**src/design/ssx_pkg.sv**
```systemverilog
// Shared constants and types for the selection sampler.
package ssx_pkg;

  // Width of the record and pick counters
  localparam int COUNT_WIDTH = 24;
  // Width kept by the mask applied to size register writes
  localparam int SIZE_WIDTH  = 24;
  localparam int DATA_WIDTH  = 64;

  // Size registers keep their low SIZE_WIDTH bits, then COUNT_WIDTH bits
  localparam logic [DATA_WIDTH-1:0] SIZE_MASK = (64'd1 << SIZE_WIDTH) - 64'd1;
  localparam logic [COUNT_WIDTH-1:0] CFG_MASK = COUNT_WIDTH'(SIZE_MASK);

  // Remainder unit: two dividend bits per cycle
  localparam int DIV_BITS_PER_STEP = 2;
  localparam int DIV_STEPS         = DATA_WIDTH / DIV_BITS_PER_STEP;
  localparam int DIV_CNT_W         = $clog2(DIV_STEPS);

  // Generator rotation and shift amounts
  localparam int ROT_A   = 24;
  localparam int SHIFT_B = 16;
  localparam int ROT_C   = 37;

  // Configuration register indexes
  typedef enum logic [1:0] {
    CFG_SAMPLE_SIZE     = 2'd0,
    CFG_POPULATION_SIZE = 2'd1,
    CFG_SEED_ZERO       = 2'd2,
    CFG_SEED_ONE        = 2'd3
  } cfg_index_t;

  // Sequencer states
  typedef enum logic [1:0] {
    ST_IDLE,
    ST_DIVIDE,
    ST_EMIT
  } state_t;

endpackage

```
**src/design/ssx_divider.sv**
```systemverilog
// Iterative remainder unit: 64-bit dividend modulo a count-wide divisor.
module ssx_divider (
  input  logic                               clk,
  input  logic                               rst,
  input  logic                               start,
  input  logic [ssx_pkg::DATA_WIDTH-1:0]     dividend,
  input  logic [ssx_pkg::COUNT_WIDTH-1:0]    divisor,
  output logic                               done,
  output logic [ssx_pkg::COUNT_WIDTH-1:0]    remainder
);

  logic [ssx_pkg::DATA_WIDTH-1:0]  dividend_sh;
  logic [ssx_pkg::COUNT_WIDTH-1:0] divisor_q;
  logic [ssx_pkg::COUNT_WIDTH-1:0] rem;
  logic [ssx_pkg::COUNT_WIDTH-1:0] rem_mid;
  logic [ssx_pkg::COUNT_WIDTH-1:0] rem_next;
  logic [ssx_pkg::DIV_CNT_W-1:0]   cnt;
  logic                            busy;

  // One restoring step: bring in one bit, subtract if it fits
  function automatic logic [ssx_pkg::COUNT_WIDTH-1:0] rem_step(
    input logic [ssx_pkg::COUNT_WIDTH-1:0] r,
    input logic                            b,
    input logic [ssx_pkg::COUNT_WIDTH-1:0] d
  );
    logic [ssx_pkg::COUNT_WIDTH:0] t;
    logic [ssx_pkg::COUNT_WIDTH:0] dx;
    t  = {r, b};
    dx = {1'b0, d};
    if (t >= dx) begin
      return ssx_pkg::COUNT_WIDTH'(t - dx);
    end
    return ssx_pkg::COUNT_WIDTH'(t);
  endfunction

  // Two chained steps per cycle, most significant bits first
  always_comb begin
    rem_mid  = rem_step(rem, dividend_sh[ssx_pkg::DATA_WIDTH-1], divisor_q);
    rem_next = rem_step(rem_mid, dividend_sh[ssx_pkg::DATA_WIDTH-2], divisor_q);
  end

  // Control
  always_ff @(posedge clk) begin
    if (rst) begin
      busy <= 1'b0;
      done <= 1'b0;
      cnt  <= '0;
    end else begin
      done <= 1'b0;
      if (start) begin
        busy <= 1'b1;
        cnt  <= '0;
      end else if (busy) begin
        cnt <= cnt + 1'b1;
        if (cnt == ssx_pkg::DIV_CNT_W'(ssx_pkg::DIV_STEPS - 1)) begin
          busy <= 1'b0;
          done <= 1'b1;
        end
      end
    end
  end

  // Datapath
  always_ff @(posedge clk) begin
    if (start) begin
      dividend_sh <= dividend;
      divisor_q   <= divisor;
      rem         <= '0;
    end else if (busy) begin
      dividend_sh <= dividend_sh << ssx_pkg::DIV_BITS_PER_STEP;
      rem         <= rem_next;
    end
  end

  assign remainder = rem;

endmodule

```
**src/design/selection_sampler_xoroshiro_core.sv**
```systemverilog
// Selection sampler top level: picks a uniform sample from a record stream.
//
// Records are accepted only while the sequencer is idle. A record that takes
// part in the draw (sample not yet complete, pass not yet exhausted) then
// occupies the block: it is accepted and steps the generator, then the shared
// remainder unit works (two dividend bits per cycle over a 64-bit draw), then
// the unit flags completion, then the block decides and loads the output
// register; the output register can hold a pick while the next record is
// taken, but a new pick waits until it is free. Records that take no part in
// the draw are taken every cycle while the block is idle. A record with tuser
// set starts a new pass. Writing a seed register reloads the generator.
module selection_sampler_xoroshiro_core (
  input  logic        clk,
  input  logic        rst,
  // configuration write port
  input  logic        cfg_we,
  input  logic [1:0]  cfg_index,
  input  logic [63:0] cfg_data,
  // input records
  input  logic        s_tvalid,
  output logic        s_tready,
  input  logic [63:0] s_tdata,   // [63:0] record_value
  input  logic        s_tuser,   // [0] first_record
  // picked records
  output logic        m_tvalid,
  input  logic        m_tready,
  output logic [87:0] m_tdata,   // [63:0] selected_value, [87:64] sample_position
  output logic        m_tlast    // sample_done
);

  localparam int CW = ssx_pkg::COUNT_WIDTH;

  ssx_pkg::state_t state, state_next;

  logic [63:0]   gen_w0;
  logic [63:0]   gen_w1;
  logic [63:0]   gen_w0_next;
  logic [63:0]   gen_w1_next;
  logic [63:0]   gen_mix;
  logic [63:0]   draw;

  logic [CW-1:0] sample_size;
  logic [CW-1:0] population_size;
  logic [CW-1:0] records_seen;
  logic [CW-1:0] picks_made;
  logic [CW-1:0] seen_eff;
  logic [CW-1:0] picks_eff;
  logic [CW-1:0] remaining;
  logic [CW-1:0] needed;
  logic [CW-1:0] hold_needed;
  logic [63:0]   hold_record;

  logic [63:0]   out_value;
  logic [23:0]   out_pos;
  logic          out_last;

  logic          accept;
  logic          has_work;
  logic          picked;
  logic          slot_free;
  logic          out_load;
  logic          div_start;
  logic          div_done;
  logic [CW-1:0] div_rem;

  // Pass bookkeeping as seen by the offered record
  always_comb begin
    seen_eff  = s_tuser ? '0 : records_seen;
    picks_eff = s_tuser ? '0 : picks_made;
    has_work  = (picks_eff < sample_size) && (seen_eff < population_size);
    remaining = population_size - seen_eff;
    needed    = sample_size - picks_eff;
  end

  // Generator step
  always_comb begin
    draw        = gen_w0 + gen_w1;
    gen_mix     = gen_w1 ^ gen_w0;
    gen_w0_next = {gen_w0[63-ssx_pkg::ROT_A:0], gen_w0[63:64-ssx_pkg::ROT_A]}
                  ^ gen_mix ^ (gen_mix << ssx_pkg::SHIFT_B);
    gen_w1_next = {gen_mix[63-ssx_pkg::ROT_C:0], gen_mix[63:64-ssx_pkg::ROT_C]};
  end

  assign accept    = s_tvalid && s_tready;
  assign picked    = div_rem < hold_needed;
  assign slot_free = !m_tvalid || m_tready;

  // Next state
  always_comb begin
    state_next = state;
    unique case (state)
      ssx_pkg::ST_IDLE: begin
        if (accept && has_work) begin
          state_next = ssx_pkg::ST_DIVIDE;
        end
      end
      ssx_pkg::ST_DIVIDE: begin
        if (div_done) begin
          state_next = ssx_pkg::ST_EMIT;
        end
      end
      ssx_pkg::ST_EMIT: begin
        if (!picked || slot_free) begin
          state_next = ssx_pkg::ST_IDLE;
        end
      end
      default: state_next = ssx_pkg::ST_IDLE;
    endcase
  end

  // Sequencer outputs
  always_comb begin
    s_tready  = 1'b0;
    div_start = 1'b0;
    out_load  = 1'b0;
    unique case (state)
      ssx_pkg::ST_IDLE: begin
        s_tready  = 1'b1;
        div_start = s_tvalid && has_work;
      end
      ssx_pkg::ST_DIVIDE: begin
      end
      ssx_pkg::ST_EMIT: begin
        out_load = picked && slot_free;
      end
      default: begin
      end
    endcase
  end

  always_ff @(posedge clk) begin
    if (rst) begin
      state <= ssx_pkg::ST_IDLE;
    end else begin
      state <= state_next;
    end
  end

  // Counters, generator and configuration
  always_ff @(posedge clk) begin
    if (rst) begin
      sample_size     <= '0;
      population_size <= '0;
      gen_w0          <= 64'd1;
      gen_w1          <= 64'd0;
      records_seen    <= '0;
      picks_made      <= '0;
    end else begin
      if (accept) begin
        picks_made   <= picks_eff;
        records_seen <= has_work ? seen_eff + 1'b1 : seen_eff;
        if (has_work) begin
          gen_w0 <= gen_w0_next;
          gen_w1 <= gen_w1_next;
        end
      end
      if (out_load) begin
        picks_made <= picks_made + 1'b1;
      end
      if (cfg_we) begin
        unique case (ssx_pkg::cfg_index_t'(cfg_index))
          ssx_pkg::CFG_SAMPLE_SIZE:
            sample_size <= cfg_data[CW-1:0] & ssx_pkg::CFG_MASK;
          ssx_pkg::CFG_POPULATION_SIZE:
            population_size <= cfg_data[CW-1:0] & ssx_pkg::CFG_MASK;
          ssx_pkg::CFG_SEED_ZERO:
            gen_w0 <= cfg_data;
          ssx_pkg::CFG_SEED_ONE:
            gen_w1 <= cfg_data;
          default: begin
          end
        endcase
      end
    end
  end

  // Record and threshold held while the remainder is worked out
  always_ff @(posedge clk) begin
    if (div_start) begin
      hold_record <= s_tdata;
      hold_needed <= needed;
    end
  end

  ssx_divider u_div (
    .clk       (clk),
    .rst       (rst),
    .start     (div_start),
    .dividend  (draw),
    .divisor   (remaining),
    .done      (div_done),
    .remainder (div_rem)
  );

  // Output register
  always_ff @(posedge clk) begin
    if (rst) begin
      m_tvalid <= 1'b0;
    end else if (out_load) begin
      m_tvalid <= 1'b1;
    end else if (m_tready) begin
      m_tvalid <= 1'b0;
    end
  end

  always_ff @(posedge clk) begin
    if (out_load) begin
      out_value <= hold_record;
      out_pos   <= 24'(picks_made);
      out_last  <= (hold_needed == CW'(1));
    end
  end

  assign m_tdata = {out_pos, out_value};
  assign m_tlast = out_last;

  // Checks
  a_done_in_divide: assert property (@(posedge clk) disable iff (rst)
    div_done |-> state == ssx_pkg::ST_DIVIDE)
    else $error("remainder unit finished outside the divide state");

  a_rem_below_divisor: assert property (@(posedge clk) disable iff (rst)
    div_start |=> ##32 (div_done && div_rem < $past(remaining, 33)))
    else $error("remainder not ready or not below divisor after 32 steps");

  a_no_load_while_full: assert property (@(posedge clk) disable iff (rst)
    (m_tvalid && !m_tready) |=> !(m_tvalid && $changed(m_tdata) && !$past(out_load)))
    else $error("output changed without a load");

endmodule
```
**config.mk**
```make
export PLATFORM = sky130hd
export DESIGN_NAME = selection_sampler_xoroshiro_core
export DESIGN_NICKNAME = d
export VERILOG_FILES = /design/src/design/ssx_pkg.sv /design/src/design/ssx_divider.sv /design/src/design/selection_sampler_xoroshiro_core.sv
export SDC_FILE = /design/constraint.sdc
export NUM_CORES = 1
export LEC_CHECK = 0
export ABC_AREA = 1
export BUFFER_PORTS_ARGS = -buffer_cell sky130_fd_sc_hd__buf_2
export CELL_PAD_IN_SITES_DETAIL_PLACEMENT = 1
export CELL_PAD_IN_SITES_GLOBAL_PLACEMENT = 2
export CORE_MARGIN = 2
export CORE_UTILIZATION = 36
export DETAILED_ROUTE_END_ITERATION = 10
export MAX_ROUTING_LAYER = met4
export PLACE_DENSITY = 0.87
export SLEW_MARGIN = 25
export SYNTH_ARGS = -nofsm -noshare
export SYNTH_HDL_FRONTEND = slang
export SYNTH_SLANG_ARGS = --single-unit
```
**constraint.sdc**
```tcl
create_clock -name clk -period 6.65 [get_ports clk]
set_input_delay 0.3325 -clock clk [delete_from_list [all_inputs] [get_ports clk]]
set_output_delay 0.3325 -clock clk [all_outputs]
set_load 0.03 [all_outputs]
```
---- Yosys cells after proc, flatten, opt, wreduce, memory -nomap -nowiden ----
Index checks and enable logic that the tools add are counted.
storage, ports and cells
  bits in registers ....................... 523
  word-level logic and storage cells ...... 99
  input port bits ......................... 136
cells by class
  add/sub/neg operators ................... 8
  eq/ne operators ......................... 10
  mux-type cells .......................... 34
  bitwise logic cells ..................... 4
  order comparisons ....................... 5
  reduce and logical (&&, ||, !) cells .... 19
operators by type and width
  operator                                                           number
  64-bit two-way mux                                                 10
  24-bit two-way mux                                                 9
  64-bit XOR                                                         3
  24-bit subtractor                                                  4
  24-bit less-than comparator                                        3
  64-bit adder                                                       1
  25-bit by 24-bit greater-or-equal comparator with 1-bit output     2
  24-bit by 1-bit adder with 24-bit output (second input constant)   2
  24-bit by 1-bit == test with 1-bit output (second input constant)  1
  1-bit two-way mux                                                  11
  2-bit == test (second input constant)                              3
  2-bit two-way mux                                                  3
  2-bit one-hot mux with 3 select lines                              1
  2-bit nonzero test                                                 3
  5-bit by 1-bit adder with 5-bit output (second input constant)     1
  5-bit == test (second input constant)                              1
  1-bit logical AND                                                  5
  2-bit by 1-bit == test with 1-bit output (second input constant)   2
  2-bit zero test                                                    2
  2-bit inequality test (second input constant)                      2
  2-bit AND reduction                                                2
  3-bit AND reduction                                                1
  3-bit OR reduction                                                 1
  1-bit zero test                                                    2
  other kinds (4)                                                    5

---- Longest topological paths before layout ----
  word-level depth ........................ 7
  mapped depth ............................ 28

---- Cells and area by module ----
A second synthesis with hierarchy kept.
second synthesis, totals
  cells, all modules ...................... 4936
  area, all modules ....................... 34690.8 µm²
modules (own cells, without submodules)
  module                            times used  sequential area each (µm²)  cells each  area each (µm²)
  selection_sampler_xoroshiro_core  1           9859.5                      3706        26152.6
  ssx_divider                       1           3263.1                      1230        8538.2

---- Worst setup path before layout ----
OpenSTA, ideal clock, no wires.
  kind .................................... input-to-reg
  start point ............................. input port s_tuser
  end point ............................... register u_div.dividend_sh[41] in the netlist's numbering (data pin)
  required time ........................... 6309 ps
  arrival time ............................ 4359 ps
  stages .................................. 18
  path slack .............................. 1950 ps
  path through ............................ buf_2 > inv_1 > buf_2 > buf_1 > clkbuf_1 > nand2_1 > ha_1 > nand3b_1 > nand2_1 > nand2_1 > nand3_2 > nand3_1 > nand3_1 > nand3_4 > nor2_4 > buf_4 > buf_2 > a31oi_1
between the ends
  cells in the longest elaborated chain, start to end .. 6
RTL lines
  element                                       line                                                                            RTL
  start, declared                               selection_sampler_xoroshiro_core.sv:23                                          input logic s_tuser,
  24-bit two-way mux, on equally long branches  selection_sampler_xoroshiro_core.sv:69, selection_sampler_xoroshiro_core.sv:68
  24-bit less-than comparator                   selection_sampler_xoroshiro_core.sv:70                                          has_work = (picks_eff < sample_size) && (seen_eff < population_size);
  1-bit logical AND *                           selection_sampler_xoroshiro_core.sv:70
  1-bit logical AND *                           selection_sampler_xoroshiro_core.sv:119                                         div_start = s_tvalid && has_work;
  1-bit two-way mux *                           selection_sampler_xoroshiro_core.sv:116                                         unique case (state)
  via div_start                                 selection_sampler_xoroshiro_core.sv:62                                          logic div_start;
  64-bit two-way mux *                          ssx_divider.sv:65                                                               if (start) begin
  end signal, assigned                          ssx_divider.sv:66                                                               dividend_sh <= dividend;
  end signal, assigned                          ssx_divider.sv:70                                                               dividend_sh <= dividend_sh << ssx_pkg::DIV_BITS_PER_STEP;
  end, declared                                 ssx_divider.sv:12                                                               logic [ssx_pkg::DATA_WIDTH-1:0] dividend_sh;
The timed path passes the listed nets; every way through them passes the cells marked *.
A chain may end at the register's enable or synchronous reset.

---- Worst setup path in the final report ----
  start point ............................. register u_div.divisor_q[4] in the netlist's numbering
  end point ............................... register u_div.rem (netlist bit u_div.remainder[3])
between the ends
  cells in the longest elaborated chain, start to end .. 6
RTL lines
  element                                                                                              line                                  RTL
  start, declared                                                                                      ssx_divider.sv:13                     logic [ssx_pkg::COUNT_WIDTH-1:0] divisor_q;
  start signal, assigned                                                                               ssx_divider.sv:67                     divisor_q <= divisor;
  25-bit by 24-bit greater-or-equal comparator with 1-bit output or 24-bit subtractor (tied branches)  ssx_divider.sv:30, ssx_divider.sv:31
  1-bit two-way mux or 24-bit two-way mux (tied branches)                                              ssx_divider.sv:30                     if (t >= dx) begin
  24-bit two-way mux                                                                                   ssx_divider.sv:33                     return ssx_pkg::COUNT_WIDTH'(t);
  24-bit subtractor or 25-bit by 24-bit greater-or-equal comparator with 1-bit output (tied branches)  ssx_divider.sv:31, ssx_divider.sv:30
  24-bit two-way mux or 1-bit two-way mux (tied branches)                                              ssx_divider.sv:30
  24-bit two-way mux *                                                                                 ssx_divider.sv:33
  end signal, assigned                                                                                 ssx_divider.sv:71                     rem <= rem_next;
  end, declared                                                                                        ssx_divider.sv:14                     logic [ssx_pkg::COUNT_WIDTH-1:0] rem;
Every way passes the cells marked *; elsewhere a longest branch is shown, timed or not. The select of a mux whose other input is x is not followed.

==> reports/results.ini <==
[outcome]
status = finished, final reports clean

[cells_and_area]
fillers = 11950
regArea_sq_um = 13120
multiInputGateArea_sq_um = 17540
drive_gt1_share_pct = 7.991
area_growth_pct = 15.47
nets = 5331

[floorplan]
rows = 112
start_util_pct = 36.41
ios = 227
dieHeight_microns = 311.7
core_sq_um = 93610
die_w_microns = 311.7
dieArea_sq_um = 97160

[worst_setup_path]
criticalPathCategory = register to register
ff2ff_setup_slack_ps = 1290
required_ps = 7200
crit_arrival_ps = 5910
cpPeakStageDelay_ps = 600
critPathLaunchType = register
rr_startpoint = u_div.divisor_q[4]
cp_max_fo = 13
crit_family = simple AND/OR/NAND/NOR gates
r2r_cells = 28
cp_num_buf_inv = 5
crit_slowest_cell = nor2_2
end_kind = register
cpMostUsedCell = nand2_1
r2r-end = u_div.remainder[3]
worstSetupStartpoint = u_div.divisor_q[4]

[sta]
period_share_pct = 80.60
worst_slew_pin_slew_ps = 995.2
fin_tns_setup_ps = 0
min_period_ps = 5360
slew_viol_final = 0
setup_viol = 0
fin_worst_skew_ps = 41.28
final_hold_viol_count = 0
max_freq_mhz = 186.6
slew_headroom_pct = 32.95
grt_setup_unrepaired = false

[place]
place.gp.congestion = 1.008
portBuffers = 226
dp_hpwl_microns = 112000

[clocking]
cts.htree.levels = 2
clock_path_buffers = 3
postCtsSetupBuffers = 0
cts_inserted_buffers = 61
cts_tree = done
clock_sinks = 523
path_clk_slew_ps = 70
clock_latency_ps = 680
clock-root-buffer = clkbuf_16

[global_route]
grt_pass1_vias = 33660
overflow = 0
antenna_found_initial = 7
grt_max_degree = 161
grt_usage_pct = 30.58
grt_pass1_wl_microns = 217900

[logic_synthesis]
yosys.cell_count.top_type = nand2_1
post_synth.cell_area_avg_sq_um = 7.139
synth-warning-count = 0
synth_flop_cell = edfxtp_1
ys_seq_area_share_pct = 38.50
ys_ff_latch = 523
synthesis.area_sq_um = 34090
synth_nets = 5102
yosysTopAreaCellShare_pct = 23.35
synth_enable_flop_cells = 265
syn_inst = 4775
synth.distinct_cells = 49
yosys.area.top_type = edfxtp_1
synth.area.top_cells = edfxtp_1 23%, dfxtp_1 15%, nand2_1 15%, inv_1 7.7%, ha_1 6.8%
yosys-top-cells-count = 1373 x nand2_1, 699 x inv_1, 412 x nand3_1, 398 x a21oi_1, 331 x nor2_1
async_flop_share_pct = 0

[drt]
drt_iter0_drc = 2705
antenna_left = 0
vias = 33350
drc = 0
via_per_inst = 5.284
dr.pass1.iters = 5
drt_wl_total_microns = 148100
wl_per_cell_microns = 23.47

[power_and_ir_drop]
peakVddDrop_v = 0.0002243
totalPowerFinal_mw = 13.97
p_leak_nw = 18.57
pwr_density_cell_nw_per_um2 = 354.9

[hold_path]
min_from = cfg_data[42]
hold_end = gen_w0[42]
min_path_type = input pin to register
min_path_cells = 5

[job]
maxCapViolations = 0

[metrics by stage]
step | hold WS, ps | cells | utilization, % | worst slack, ps | area (sq um)
after global placement | 400.2 | 6118 | 38.82 | 1426 | 36330
final | 23.42 | 6311 | 42.05 | 1290 | 39360
after detailed placement | 405.6 | 6118 | 38.82 | 1278 | 36330
after global routing | 63.16 | 6310 | 42.04 | 845.2 | 39360
after floorplan | 400.3 | 4775 | - | 1950 | 34090
after CTS | 5.589 | 6309 | 42.02 | 1254 | 39330
[worst max-delay path by stage]
stage | slack, ps | endpoint | depth (start not counted)
detailed placement | 1280 | u_div.remainder[3] | 28
finish | 1290 | u_div.remainder[3] | 28
global placement | 1430 | u_div.remainder[3] | 28
global route | 850 | u_div.remainder[8] | 28
CTS | 1250 | u_div.remainder[3] | 28
floorplan | 1950 | u_div.dividend_sh[41] | 18
[area by class of cell]
| type | instances | area share (%) |
|---|---|---|
| Tap cell | 1254 | 3.986 |
| Clock inverter | 39 | 1.354 |
| Sequential cell | 523 | 33.34 |
| Timing Repair Buffer | 338 | 5.700 |
| Inverter | 704 | 6.714 |
| Clock buffer | 76 | 4.333 |
| Multi-Input combinational cell | 3376 | 44.57 |
| Antenna cell | 1 | 0.006358 |
[registers in the layout, summed over array words and instances, names as in the netlist, 64 cells and up]
name	flops
gen_w0	64
u_div.dividend_sh	64
gen_w1	64
hold_record	64
out_value	64
[what timing repair did]
item	4_1_cts	5_1_grt
hold buffers	76	0
endpoints found under the setup margin	0	0
resized for setup	0	0
endpoints found under the hold margin	86	0
[cell usage in the layout (no fill, tap or decap), types with 5 or more instances in the layout]
master	Yosys	layout
inv_1	699	697
dlygate4sd3_1	0	76
dfxtp_1	258	258
o21a_1	7	7
a21boi_0	8	8
clkinvlp_4	0	5
inv_2	5	7
clkbuf_1	97	5
buf_4	12	30
o21bai_1	11	11
xnor2_1	104	104
clkbuf_8	0	8
nand3_1	412	411
or2_2	7	7
clkbuf_16	0	63
buf_2	38	225
a31oi_1	14	14
nor4_1	18	18
ha_1	186	186
nor3_1	47	45
a21o_1	14	14
nand2_1	1373	1373
nor2_1	331	329
nand3b_1	10	10
edfxtp_1	265	265
clkinv_2	0	15
xor2_1	140	140
o21ai_1	24	24
a21oi_1	398	398
fa_1	5	5
o21ai_0	173	173
buf_12	0	6
nand4_1	66	66
bufinv_16	0	11
[cell families after synthesis]
family          Yosys count  synth area share (%)
fa+ha+maj               191                 7.121
xor+xnor                244                 6.270
buf+inv                 876                 10.14
simple gates           2284                 27.91
compound gates          657                 10.06
flops                   523                 38.50
[per-layer routing]
metal	vias to the layer above	GRT usage [%]	part of all wire, %
li1	15860	-	-
met5	-	-	0
met1	16210	38.16	42
met4	0	13.80	5.3
met2	998	50.29	47
met3	275	2.782	5.0
[worst min-delay path, delay by kind of cell]
family                 cells  cell delay, ps
buffers and inverters      3             190
and+or+nand+nor            1              60
AOI/OAI and AO/OA          1              60
[where the power goes]
group	switching, mW	total [mW]	internal, mW
Combinational	4.17	5.98	1.81
Sequential	0.256	4.15	3.90
Clock	1.58	3.84	2.26
No activity file was read; power rests on OpenSTA's default activity.
